## config.mk

```make
export PLATFORM = sky130hd
export DESIGN_NAME = and_on_delay_order_detect_flat
export DESIGN_NICKNAME = d
export VERILOG_FILES = /design/src/hw/rtl/aodod_pkg.sv /design/src/hw/rtl/aodod_if.sv /design/src/hw/rtl/and_on_delay_order_detect.sv /design/src/hw/rtl/aodod_core.sv /design/src/flat_wrapper.sv
export VERILOG_INCLUDE_DIRS = /design/src /design/src/hw/rtl
export SDC_FILE = /design/constraint.sdc
export NUM_CORES = 1
export LEC_CHECK = 0
export BUFFER_PORTS_ARGS = -buffer_cell sky130_fd_sc_hd__clkbuf_2
export CAP_MARGIN = 20
export CORE_ASPECT_RATIO = 1.1
export CORE_MARGIN = 3
export CORE_UTILIZATION = 60
export CTS_CLUSTER_SIZE = 25
export DETAILED_ROUTE_END_ITERATION = 16
export GPL_ROUTABILITY_DRIVEN = 1
export GPL_TIMING_DRIVEN = 0
export PLACE_DENSITY_LB_ADDON = 0.15
export SLEW_MARGIN = 25
export SYNTH_ARGS = -nofsm -noshare
export SYNTH_HDL_FRONTEND = slang
export SYNTH_SLANG_ARGS = --single-unit
```

## constraint.sdc

```tcl
create_clock -name i_clk -period 12.19 [get_ports i_clk]
set_input_delay 1.219 -clock i_clk [delete_from_list [all_inputs] [get_ports i_clk]]
set_output_delay 1.219 -clock i_clk [all_outputs]
set_load 0.02 [all_outputs]
```

## src/hw/rtl/and_on_delay_order_detect_assert.svh

```systemverilog
// Assertion macros for the two-input AND with on-delay and order detection.
// Expects i_clk and i_rst_n in the scope of each use.
`ifndef AND_ON_DELAY_ORDER_DETECT_ASSERT_SVH
`define AND_ON_DELAY_ORDER_DETECT_ASSERT_SVH

// same-cycle implication
`define AOD_ASSERT_NOW(lbl, ante, cons) \
    lbl: assert property (@(posedge i_clk) disable iff (!i_rst_n) (ante) |-> (cons)) \
        else $error("assertion failed");

// next-cycle implication
`define AOD_ASSERT_NEXT(lbl, ante, cons) \
    lbl: assert property (@(posedge i_clk) disable iff (!i_rst_n) (ante) |=> (cons)) \
        else $error("assertion failed");

`endif

```

## src/hw/rtl/aodod_pkg.sv

```systemverilog
// Shared types and constants for the AND on-delay order detector.
// No dependencies.
package aodod_pkg;

    localparam int CFG_DATA_W = 20;

    localparam logic KIND_EVENT = 1'b0;
    localparam logic KIND_TICK  = 1'b1;

    localparam logic [1:0] VAL_FALSE = 2'd0;
    localparam logic [1:0] VAL_TRUE  = 2'd1;
    localparam logic [1:0] VAL_UNDEF = 2'd2;
    localparam logic [1:0] VAL_RSVD  = 2'd3;

    localparam logic CFG_OUTPUT_DELAY = 1'b0;
    localparam logic CFG_ORDER_WINDOW = 1'b1;

    localparam logic PORT_ORD1 = 1'b0;
    localparam logic PORT_ORD2 = 1'b1;

    typedef struct packed {
        logic       kind;
        logic [1:0] in1_value;
        logic [1:0] in2_value;
    } t_item;

    typedef struct packed {
        logic level_valid;
        logic level;
        logic pulse_valid;
        logic pulse_port;
    } t_result;

    function automatic logic [1:0] norm_value(input logic [1:0] v);
        return (v == VAL_RSVD) ? VAL_UNDEF : v;
    endfunction

endpackage

```

## src/hw/rtl/aodod_if.sv

```systemverilog
// Request and result channel interfaces, valid/ready handshake.
// Depends on nothing.
interface aodod_in_if;
    logic       valid;
    logic       ready;
    logic       kind;
    logic [1:0] in1_value;
    logic [1:0] in2_value;

    modport source (output valid, kind, in1_value, in2_value, input ready);
    modport sink   (input valid, kind, in1_value, in2_value, output ready);
endinterface

interface aodod_out_if;
    logic valid;
    logic ready;
    logic level_valid;
    logic level;
    logic pulse_valid;
    logic pulse_port;

    modport source (output valid, level_valid, level, pulse_valid, pulse_port, input ready);
    modport sink   (input valid, level_valid, level, pulse_valid, pulse_port, output ready);
endinterface

```

## src/hw/rtl/and_on_delay_order_detect.sv

```systemverilog
// Top level of the two-input AND gate with on-delay and rise-order detection.
// Depends on aodod_pkg, aodod_if, aodod_core and the assertion macro header.
//
// Usage:
//   i_req carries one request per handshake: a millisecond tick (kind = 1)
//   or a new pair of three-valued input levels (kind = 0).
//   o_rsp returns exactly one result per request, in order: a level change
//   flag and value, and an ord1/ord2 pulse flag and port.
//   The configuration port writes output_delay_ms (index 0) or order_window_ms (index 1);
//   the user writes only while no request is in flight; the block does not enforce it.
// Output: a registered result appears on o_rsp in the cycle after its request is taken.
// Throughput: one request per cycle unless a result is held by a low o_rsp.ready;
//   the state update is a single pass of compares, a 40-bit increment and subtract, set by the time counter path.
// Reset: synchronous, active low; clears counters, rise times, timer, the
//   output level, the configuration and the result valid flag; both inputs
//   read as undefined.
// Stall: the result register holds while o_rsp.ready is low; i_req.ready
//   stays high whenever the register is empty or being drained.
`include "and_on_delay_order_detect_assert.svh"

module and_on_delay_order_detect
    import aodod_pkg::*;
#(
    parameter int TIME_WIDTH = 40
) (
    input  logic                  i_clk,
    input  logic                  i_rst_n,
    input  logic                  i_cfg_we,
    input  logic                  i_cfg_idx,
    input  logic [CFG_DATA_W-1:0] i_cfg_data,
    aodod_in_if.sink              i_req,
    aodod_out_if.source           o_rsp
);

    logic    r_out_valid, n_out_valid;
    t_result r_out, w_res;
    t_item   w_item;
    logic    w_acc, w_drain;

    assign w_drain     = o_rsp.ready;
    assign i_req.ready = !r_out_valid || w_drain;
    assign w_acc       = i_req.valid && i_req.ready;
    assign w_item      = '{kind: i_req.kind, in1_value: i_req.in1_value,
                           in2_value: i_req.in2_value};

    aodod_core #(
        .TIME_WIDTH (TIME_WIDTH)
    ) u_core (
        .i_clk      (i_clk),
        .i_rst_n    (i_rst_n),
        .i_cfg_we   (i_cfg_we),
        .i_cfg_idx  (i_cfg_idx),
        .i_cfg_data (i_cfg_data),
        .i_acc      (w_acc),
        .i_item     (w_item),
        .o_res      (w_res)
    );

    assign n_out_valid = w_acc || (r_out_valid && !w_drain);

    always_ff @(posedge i_clk) begin
        if (!i_rst_n) begin
            r_out_valid <= 1'b0;
        end else begin
            r_out_valid <= n_out_valid;
        end
    end

    always_ff @(posedge i_clk) begin
        if (w_acc) begin
            r_out <= w_res;
        end
    end

    assign o_rsp.valid       = r_out_valid;
    assign o_rsp.level_valid = r_out.level_valid;
    assign o_rsp.level       = r_out.level;
    assign o_rsp.pulse_valid = r_out.pulse_valid;
    assign o_rsp.pulse_port  = r_out.pulse_port;

    `AOD_ASSERT_NEXT(a_result_follows, w_acc, r_out_valid)
    `AOD_ASSERT_NEXT(a_tick_no_pulse, w_acc && (i_req.kind == KIND_TICK), !r_out.pulse_valid)
    `AOD_ASSERT_NEXT(a_event_no_rise, w_acc && (i_req.kind == KIND_EVENT),
                     !(r_out.level_valid && r_out.level))
    `AOD_ASSERT_NOW(a_full_stall, r_out_valid && !w_drain, !i_req.ready)

endmodule

```

## src/hw/rtl/aodod_core.sv

```systemverilog
// State and single-pass update of the AND gate, on-delay and order detector.
// Depends on aodod_pkg.
module aodod_core
    import aodod_pkg::*;
#(
    parameter int TIME_WIDTH = 40
) (
    input  logic                  i_clk,
    input  logic                  i_rst_n,
    input  logic                  i_cfg_we,
    input  logic                  i_cfg_idx,
    input  logic [CFG_DATA_W-1:0] i_cfg_data,
    input  logic                  i_acc,
    input  t_item                 i_item,
    output t_result               o_res
);

    logic [CFG_DATA_W-1:0] r_delay_cfg, r_window_cfg;
    logic [TIME_WIDTH-1:0] r_now, n_now;
    logic [TIME_WIDTH-1:0] r_rise1, n_rise1, r_rise2, n_rise2;
    logic [1:0]            r_last1, n_last1, r_last2, n_last2;
    logic                  r_level, n_level, r_armed, n_armed;
    logic [CFG_DATA_W-1:0] r_left, n_left;

    logic [1:0]            v1, v2;
    logic                  t1, t2, fall1, fall2, ordering, both_set;
    logic [TIME_WIDTH-1:0] age1, age2, window_ext;

    assign v1         = norm_value(i_item.in1_value);
    assign v2         = norm_value(i_item.in2_value);
    assign t1         = (v1 == VAL_TRUE);
    assign t2         = (v2 == VAL_TRUE);
    assign ordering   = (r_window_cfg != '0);
    assign fall1      = ordering && (v1 == VAL_FALSE) && (r_last1 == VAL_TRUE);
    assign fall2      = ordering && (v2 == VAL_FALSE) && (r_last2 == VAL_TRUE);
    assign age1       = r_now - r_rise1;
    assign age2       = r_now - r_rise2;
    assign window_ext = TIME_WIDTH'(r_window_cfg);
    assign both_set   = (r_rise1 != '0) && (r_rise2 != '0);

    always_comb begin
        n_now   = r_now;
        n_rise1 = r_rise1;
        n_rise2 = r_rise2;
        n_last1 = r_last1;
        n_last2 = r_last2;
        n_level = r_level;
        n_armed = r_armed;
        n_left  = r_left;
        o_res   = '0;
        if (i_item.kind == KIND_TICK) begin
            n_now = r_now + TIME_WIDTH'(1);
            if (r_armed) begin
                if (r_left <= CFG_DATA_W'(1)) begin
                    n_armed           = 1'b0;
                    n_left            = '0;
                    n_level           = 1'b1;
                    o_res.level_valid = 1'b1;
                    o_res.level       = 1'b1;
                end else begin
                    n_left = r_left - CFG_DATA_W'(1);
                end
            end
        end else begin
            if (ordering && t1 && (r_last1 == VAL_FALSE)) begin
                n_rise1 = r_now;
            end
            if (ordering && t2 && (r_last2 == VAL_FALSE)) begin
                n_rise2 = r_now;
            end
            n_last1 = v1;
            n_last2 = v2;
            if (ordering && !t1 && !t2 && both_set) begin
                priority if (fall1 && (r_rise2 < r_rise1) && (age2 <= window_ext)) begin
                    o_res.pulse_valid = 1'b1;
                    o_res.pulse_port  = PORT_ORD2;
                end else if (fall2 && (r_rise1 < r_rise2) && (age1 <= window_ext)) begin
                    o_res.pulse_valid = 1'b1;
                    o_res.pulse_port  = PORT_ORD1;
                end else begin
                    o_res.pulse_valid = 1'b0;
                end
            end
            if (!t1 || !t2) begin
                if (r_level) begin
                    n_level           = 1'b0;
                    o_res.level_valid = 1'b1;
                    o_res.level       = 1'b0;
                end else begin
                    n_armed = 1'b0;
                    n_left  = '0;
                end
            end else if (!r_level && !r_armed) begin
                n_armed = 1'b1;
                n_left  = r_delay_cfg;
            end
        end
    end

    always_ff @(posedge i_clk) begin
        if (!i_rst_n) begin
            r_delay_cfg  <= '0;
            r_window_cfg <= '0;
            r_now        <= '0;
            r_rise1      <= '0;
            r_rise2      <= '0;
            r_last1      <= VAL_UNDEF;
            r_last2      <= VAL_UNDEF;
            r_level      <= 1'b0;
            r_armed      <= 1'b0;
            r_left       <= '0;
        end else begin
            if (i_cfg_we) begin
                unique case (i_cfg_idx)
                    CFG_OUTPUT_DELAY: r_delay_cfg  <= i_cfg_data;
                    CFG_ORDER_WINDOW: r_window_cfg <= i_cfg_data;
                    default: ;
                endcase
            end
            if (i_acc) begin
                r_now   <= n_now;
                r_rise1 <= n_rise1;
                r_rise2 <= n_rise2;
                r_last1 <= n_last1;
                r_last2 <= n_last2;
                r_level <= n_level;
                r_armed <= n_armed;
                r_left  <= n_left;
            end
        end
    end

endmodule
```

## src/flat_wrapper.sv

```systemverilog
// flat-port wrapper written by rule: the top's interface ports become plain ports
module and_on_delay_order_detect_flat import aodod_pkg::*;
#(
    parameter int TIME_WIDTH = 40
)
  (i_clk, i_rst_n, i_cfg_we, i_cfg_idx, i_cfg_data, i_req_valid, i_req_kind, i_req_in1_value, i_req_in2_value, i_req_ready, o_rsp_valid, o_rsp_level_valid, o_rsp_level, o_rsp_pulse_valid, o_rsp_pulse_port, o_rsp_ready);
  aodod_in_if i_req_i ();
  aodod_out_if o_rsp_i ();
  input  logic i_clk;
  input  logic i_rst_n;
  input  logic i_cfg_we;
  input  logic i_cfg_idx;
  input  logic [CFG_DATA_W-1:0] i_cfg_data;
  input wire logic [$bits(i_req_i.valid)-1:0] i_req_valid;
  input wire logic [$bits(i_req_i.kind)-1:0] i_req_kind;
  input wire logic [$bits(i_req_i.in1_value)-1:0] i_req_in1_value;
  input wire logic [$bits(i_req_i.in2_value)-1:0] i_req_in2_value;
  output wire logic [$bits(i_req_i.ready)-1:0] i_req_ready;
  output wire logic [$bits(o_rsp_i.valid)-1:0] o_rsp_valid;
  output wire logic [$bits(o_rsp_i.level_valid)-1:0] o_rsp_level_valid;
  output wire logic [$bits(o_rsp_i.level)-1:0] o_rsp_level;
  output wire logic [$bits(o_rsp_i.pulse_valid)-1:0] o_rsp_pulse_valid;
  output wire logic [$bits(o_rsp_i.pulse_port)-1:0] o_rsp_pulse_port;
  input wire logic [$bits(o_rsp_i.ready)-1:0] o_rsp_ready;
  assign i_req_i.valid = i_req_valid;
  assign i_req_i.kind = i_req_kind;
  assign i_req_i.in1_value = i_req_in1_value;
  assign i_req_i.in2_value = i_req_in2_value;
  assign i_req_ready = i_req_i.ready;
  assign o_rsp_valid = o_rsp_i.valid;
  assign o_rsp_level_valid = o_rsp_i.level_valid;
  assign o_rsp_level = o_rsp_i.level;
  assign o_rsp_pulse_valid = o_rsp_i.pulse_valid;
  assign o_rsp_pulse_port = o_rsp_i.pulse_port;
  assign o_rsp_i.ready = o_rsp_ready;
  and_on_delay_order_detect #(.TIME_WIDTH(TIME_WIDTH)) u_core (.i_clk(i_clk), .i_rst_n(i_rst_n), .i_cfg_we(i_cfg_we), .i_cfg_idx(i_cfg_idx), .i_cfg_data(i_cfg_data), .i_req(i_req_i), .o_rsp(o_rsp_i));
endmodule
```

==> summary.txt <==
STA
----------------------------------------------------------------------------------------
Total of endpoints with negative setup slack in the final report                       0
Fin. Hold Viols                                                                        0
Min cycle time layout                                                            6200 ps
Maximum clock skew at final layout                                               17.8 ps
Relative slew slack                                                                34.8%
Number of max-slew violations in the final report                                      0
Achievable Freq                                                                  161 MHz
Unrepaired setup endpoints after global routing                                       no
Final setup TNS                                                                     0 ps
Worst Max-Slew Pin Slew                                                           969 ps
Post-route setup slack                                                           5990 ps
Final clock period utilization by the worst path                                   50.9%

WORST HOLD PATH
----------------------------------------------------------------------------------------
HP Class                                                                    register to register
Worst hold path stage count                                                            2
Worst hold endpoint                                                         u_core.u_core.r_delay_cfg[8]
Launch instance of the worst min-delay path                                 u_core.u_core.r_delay_cfg[8]

YOSYS
----------------------------------------------------------------------------------------
Post-Synthesis Net Count                                                            2209
Post-Synthesis Cell Area                                                      0.0151 mm²
Cell count after synthesis                                                          2015
Largest area contributor in the netlist                                     sky130_fd_sc_hd__dfxtp_1
Synth Flop Type                                                             sky130_fd_sc_hd__dfxtp_1
Share of the synthesized area in the top cell type                                 24.8%
Cell types occupying the most area after synthesis                          sky130_fd_sc_hd__dfxtp_1 (25%), sky130_fd_sc_hd__ha_1 (13%), sky130_fd_sc_hd__nand2_1 (9.3%)
Count of cell types in the netlist                                                    85
Share of flip-flops with an asynchronous set or reset                                 0%
Cell types with the highest counts after synthesis                          sky130_fd_sc_hd__nand2_1 (372), sky130_fd_sc_hd__dfxtp_1 (187), sky130_fd_sc_hd__ha_1 (161), sky130_fd_sc_hd__a21oi_1 (142), sky130_fd_sc_hd__inv_1 (142)
Register bit total from synthesis                                                    191
Fraction of the yosys area taken by sequential cells                               25.6%
Post-synthesis area per instance                                                7.49 µm²
EDFF count, synth                                                                      4
Most numerous cell in the Yosys netlist                                     sky130_fd_sc_hd__nand2_1
Warnings, synthesis                                                                    0

PLACEMENT
----------------------------------------------------------------------------------------
GP Congestion                                                                      0.945
Total of buffers placed on input and output ports                                     34
Hpwl dp                                                                         36500 µm
Worst slack at placement                                                         6120 ps
Post-placement cell area                                                      0.0157 mm²

GRT
----------------------------------------------------------------------------------------
Via count of the first global-routing pass                                         14000
Gr ovfl total                                                                          0
Global routing usage summed across all routing layers                              33.7%
First-pass GRT wire length                                                      72700 µm
Antenna violations before repair                                                       1
Pin count of the biggest net entering global routing                                  23

PWR
----------------------------------------------------------------------------------------
Pwr/cell area                                                                87.7 mW/mm²
Leakage power total                                                              6.70 nW
Total power draw                                                               0.00143 W
IR Drop Worst-Case VDD                                                         0.0632 mV

OUTCOME
----------------------------------------------------------------------------------------
Run status                                                                     completed

CRITICAL PATH
----------------------------------------------------------------------------------------
Critical path launch point type                                                 register
Largest fanout on the critical path                                                    7
Register-to-Register Path Depth                                                       21
Startpoint of the worst register-to-register path                           u_core.u_core.r_now[0]
Worst EP arrival                                                                 6480 ps
Worst Path Required                                                             12460 ps
Reg2reg end                                                                 u_core.o_rsp.pulse_valid
Worst-case register-to-register setup slack                                      5990 ps
Element type at the critical path end                                           register
Setup Crit Path Kind                                                        register to register

CLOCK NETWORK
----------------------------------------------------------------------------------------
Maximum number of buffers from clock root to sink                                      2
Worst skew pair latency                                                           450 ps
Buffer type at the clock tree root                                          sky130_fd_sc_hd__clkbuf_16
Cts bufs inserted                                                                     17
Post-CTS setup buffers                                                                 0
Clock Pin Slew Worst Setup and Hold Paths                                          90 ps
H-Tree Depth                                                                           4
Number of hold buffers added after CTS                                                 0
Number of sinks driven by the clock tree                                             191
Post-cts gate resize count                                                             0
CTS tree                                                                           built

FLOORPLAN
----------------------------------------------------------------------------------------
IO Pins                                                                               37
Initial Util                                                                       61.3%
Die Ht                                                                            172 µm
Total number of placement rows                                                        60
Core area                                                                     0.0246 mm²
Die Footprint                                                                 0.0271 mm²
DIE WIDTH                                                                         157 µm

DETAILED ROUTING
----------------------------------------------------------------------------------------
Via/cell ratio                                                                      6.29
Antenna violation net count after detailed routing                                     0
Per-cell routed wire length                                                      19.4 µm
Number of search-and-repair iterations in the first detailed-routing pass              8
DRC violation count after routing                                                      0
Number of DRC markers after the initial detailed-route iteration                    1500
Vias                                                                               15100
Routed Wire Length                                                              46300 µm

CELLS AND AREA
----------------------------------------------------------------------------------------
Summed area of non-filler cells in the final layout                           0.0163 mm²
Filler cell count                                                                   2154
Number of nets in the finished design                                               2263
Core utilization of the finished layout                                            66.3%
Layout cell share with drive strength beyond 1                                     4.80%
Layout overhead on the synthesized area                                            8.29%

JOB
----------------------------------------------------------------------------------------
# Max-Cap Violations                                                                   0

per-layer routing:
layer / part of all wire, % / wire [µm] / global-route usage (%)
met1: 41 / 18900 / 41.9
met2: 47 / 21900 / 57.1
met3: 6.5 / 2990 / 3.98
met4: 5.6 / 2600 / 18.2
met5: 0 / 0 / 0
registers in the layout (all words and copies together), names as in the netlist, 2 cells and up:
signal and cells:
u_core.u_core.r_delay_cfg 20, u_core.u_core.r_rise1 40, u_core.u_core.r_left 20, u_core.u_core.r_now 40, u_core.u_core.r_rise2 40, u_core.u_core.r_last2 2
u_core.u_core.r_window_cfg 20, u_core.u_core.r_last1 2
worst max-delay path, stage by stage (launching register included):
cell and delay [ps]:
sky130_fd_sc_hd__dfxtp_1 450, sky130_fd_sc_hd__inv_1 150, sky130_fd_sc_hd__ha_1 260, sky130_fd_sc_hd__fa_1 420, sky130_fd_sc_hd__nand2b_1 180, sky130_fd_sc_hd__a21oi_1 350
sky130_fd_sc_hd__o21ai_1 180, sky130_fd_sc_hd__a21oi_1 430, sky130_fd_sc_hd__nor2_1 140, sky130_fd_sc_hd__o21ai_0 220, sky130_fd_sc_hd__xor2_1 210, sky130_fd_sc_hd__ha_1 280
sky130_fd_sc_hd__nand2_1 70, sky130_fd_sc_hd__o21ai_1 110, sky130_fd_sc_hd__a211o_1 310, sky130_fd_sc_hd__nor3_2 280, sky130_fd_sc_hd__o22ai_1 140, sky130_fd_sc_hd__or3_1 400
sky130_fd_sc_hd__or4_4 580, sky130_fd_sc_hd__a2111oi_4 310, sky130_fd_sc_hd__nand4b_1 350, sky130_fd_sc_hd__o32ai_1 220
how the worst max path moves through the flow:
stage	depth (start not counted)	start	to	slack, ps
2_1_floorplan	21	u_core.u_core.r_now[0]	u_core.o_rsp.pulse_valid	7590
3_3_place_gp	21	u_core.u_core.r_now[0]	u_core.o_rsp.pulse_valid	6210
3_5_place_dp	21	u_core.u_core.r_now[0]	u_core.o_rsp.pulse_valid	6120
4_1_cts	21	u_core.u_core.r_now[0]	u_core.o_rsp.pulse_valid	6090
5_1_grt	21	u_core.u_core.r_now[0]	u_core.o_rsp.pulse_valid	5790
6_report	21	u_core.u_core.r_now[0]	u_core.o_rsp.pulse_valid	5990
layout by cell type, fill, tap and decap left out, types with 10 or more instances in the layout:
cell,netlist,final
sky130_fd_sc_hd__a211oi_1,13,13
sky130_fd_sc_hd__a21boi_0,133,133
sky130_fd_sc_hd__a21o_1,16,16
sky130_fd_sc_hd__a21oi_1,142,142
sky130_fd_sc_hd__and2_1,56,56
sky130_fd_sc_hd__and3_1,20,20
sky130_fd_sc_hd__clkbuf_1,79,79
sky130_fd_sc_hd__clkbuf_16,0,17
sky130_fd_sc_hd__clkbuf_2,0,34
sky130_fd_sc_hd__dfxtp_1,187,187
sky130_fd_sc_hd__ha_1,161,161
sky130_fd_sc_hd__inv_1,142,142
sky130_fd_sc_hd__nand2_1,372,372
sky130_fd_sc_hd__nand2b_1,16,16
sky130_fd_sc_hd__nand3_1,48,48
sky130_fd_sc_hd__nand4_1,54,54
sky130_fd_sc_hd__nor2_1,76,76
sky130_fd_sc_hd__nor2b_1,18,18
sky130_fd_sc_hd__nor3_1,29,29
sky130_fd_sc_hd__nor4_1,44,41
sky130_fd_sc_hd__o211ai_1,18,18
sky130_fd_sc_hd__o21a_1,15,15
sky130_fd_sc_hd__o21ai_0,93,93
sky130_fd_sc_hd__o21bai_1,12,12
sky130_fd_sc_hd__o31ai_1,10,10
sky130_fd_sc_hd__or3_1,11,11
sky130_fd_sc_hd__xnor2_1,66,66
sky130_fd_sc_hd__xor2_1,25,25
where the power goes:
group | internal, W | leakage [nW] | switching, W
Clock | 0.000305 | 0.312 | 0.000306
Sequential | 0.000638 | 1.55 | 0.0000109
Combinational | 0.0000634 | 4.83 | 0.000110
Total | 0.00101 | 6.70 | 0.000427
kinds of logic (layout without fill, tap and decap cells):
family | Yosys count | after routing | share of synthesized area [%]
simple gates | 780 | 780 | 24.7
compound gates | 554 | 554 | 24.5
buf+inv | 230 | 297 | 5.82
flops | 191 | 191 | 25.6
fa+ha+maj | 163 | 163 | 13.6
xor+xnor | 91 | 91 | 5.28
mux | 6 | 6 | 0.398
other cells | 0 | 1 | 0
per-stage QoR:
step                instances  hold slack (ps)
floorplan                2015              443
global placement         2359              456
detailed placement       2360              460
CTS                      2392              473
global route             2392              499
finish                   2393              470
area by class of cell:
cell class	instances	area, µm²	share of cell area (%)
clock inverters	15	225	1.38
multi-input cells	1594	10400	63.5
inverters	143	537	3.29
flip-flops and latches	191	3860	23.7
well taps	310	388	2.37
clock buffers	17	425	2.60
diodes	1	2.50	0.0153
repair buffers	35	178	1.09
plain buffers	87	342	2.09
Note: power is estimated with default switching activity, not from simulation.
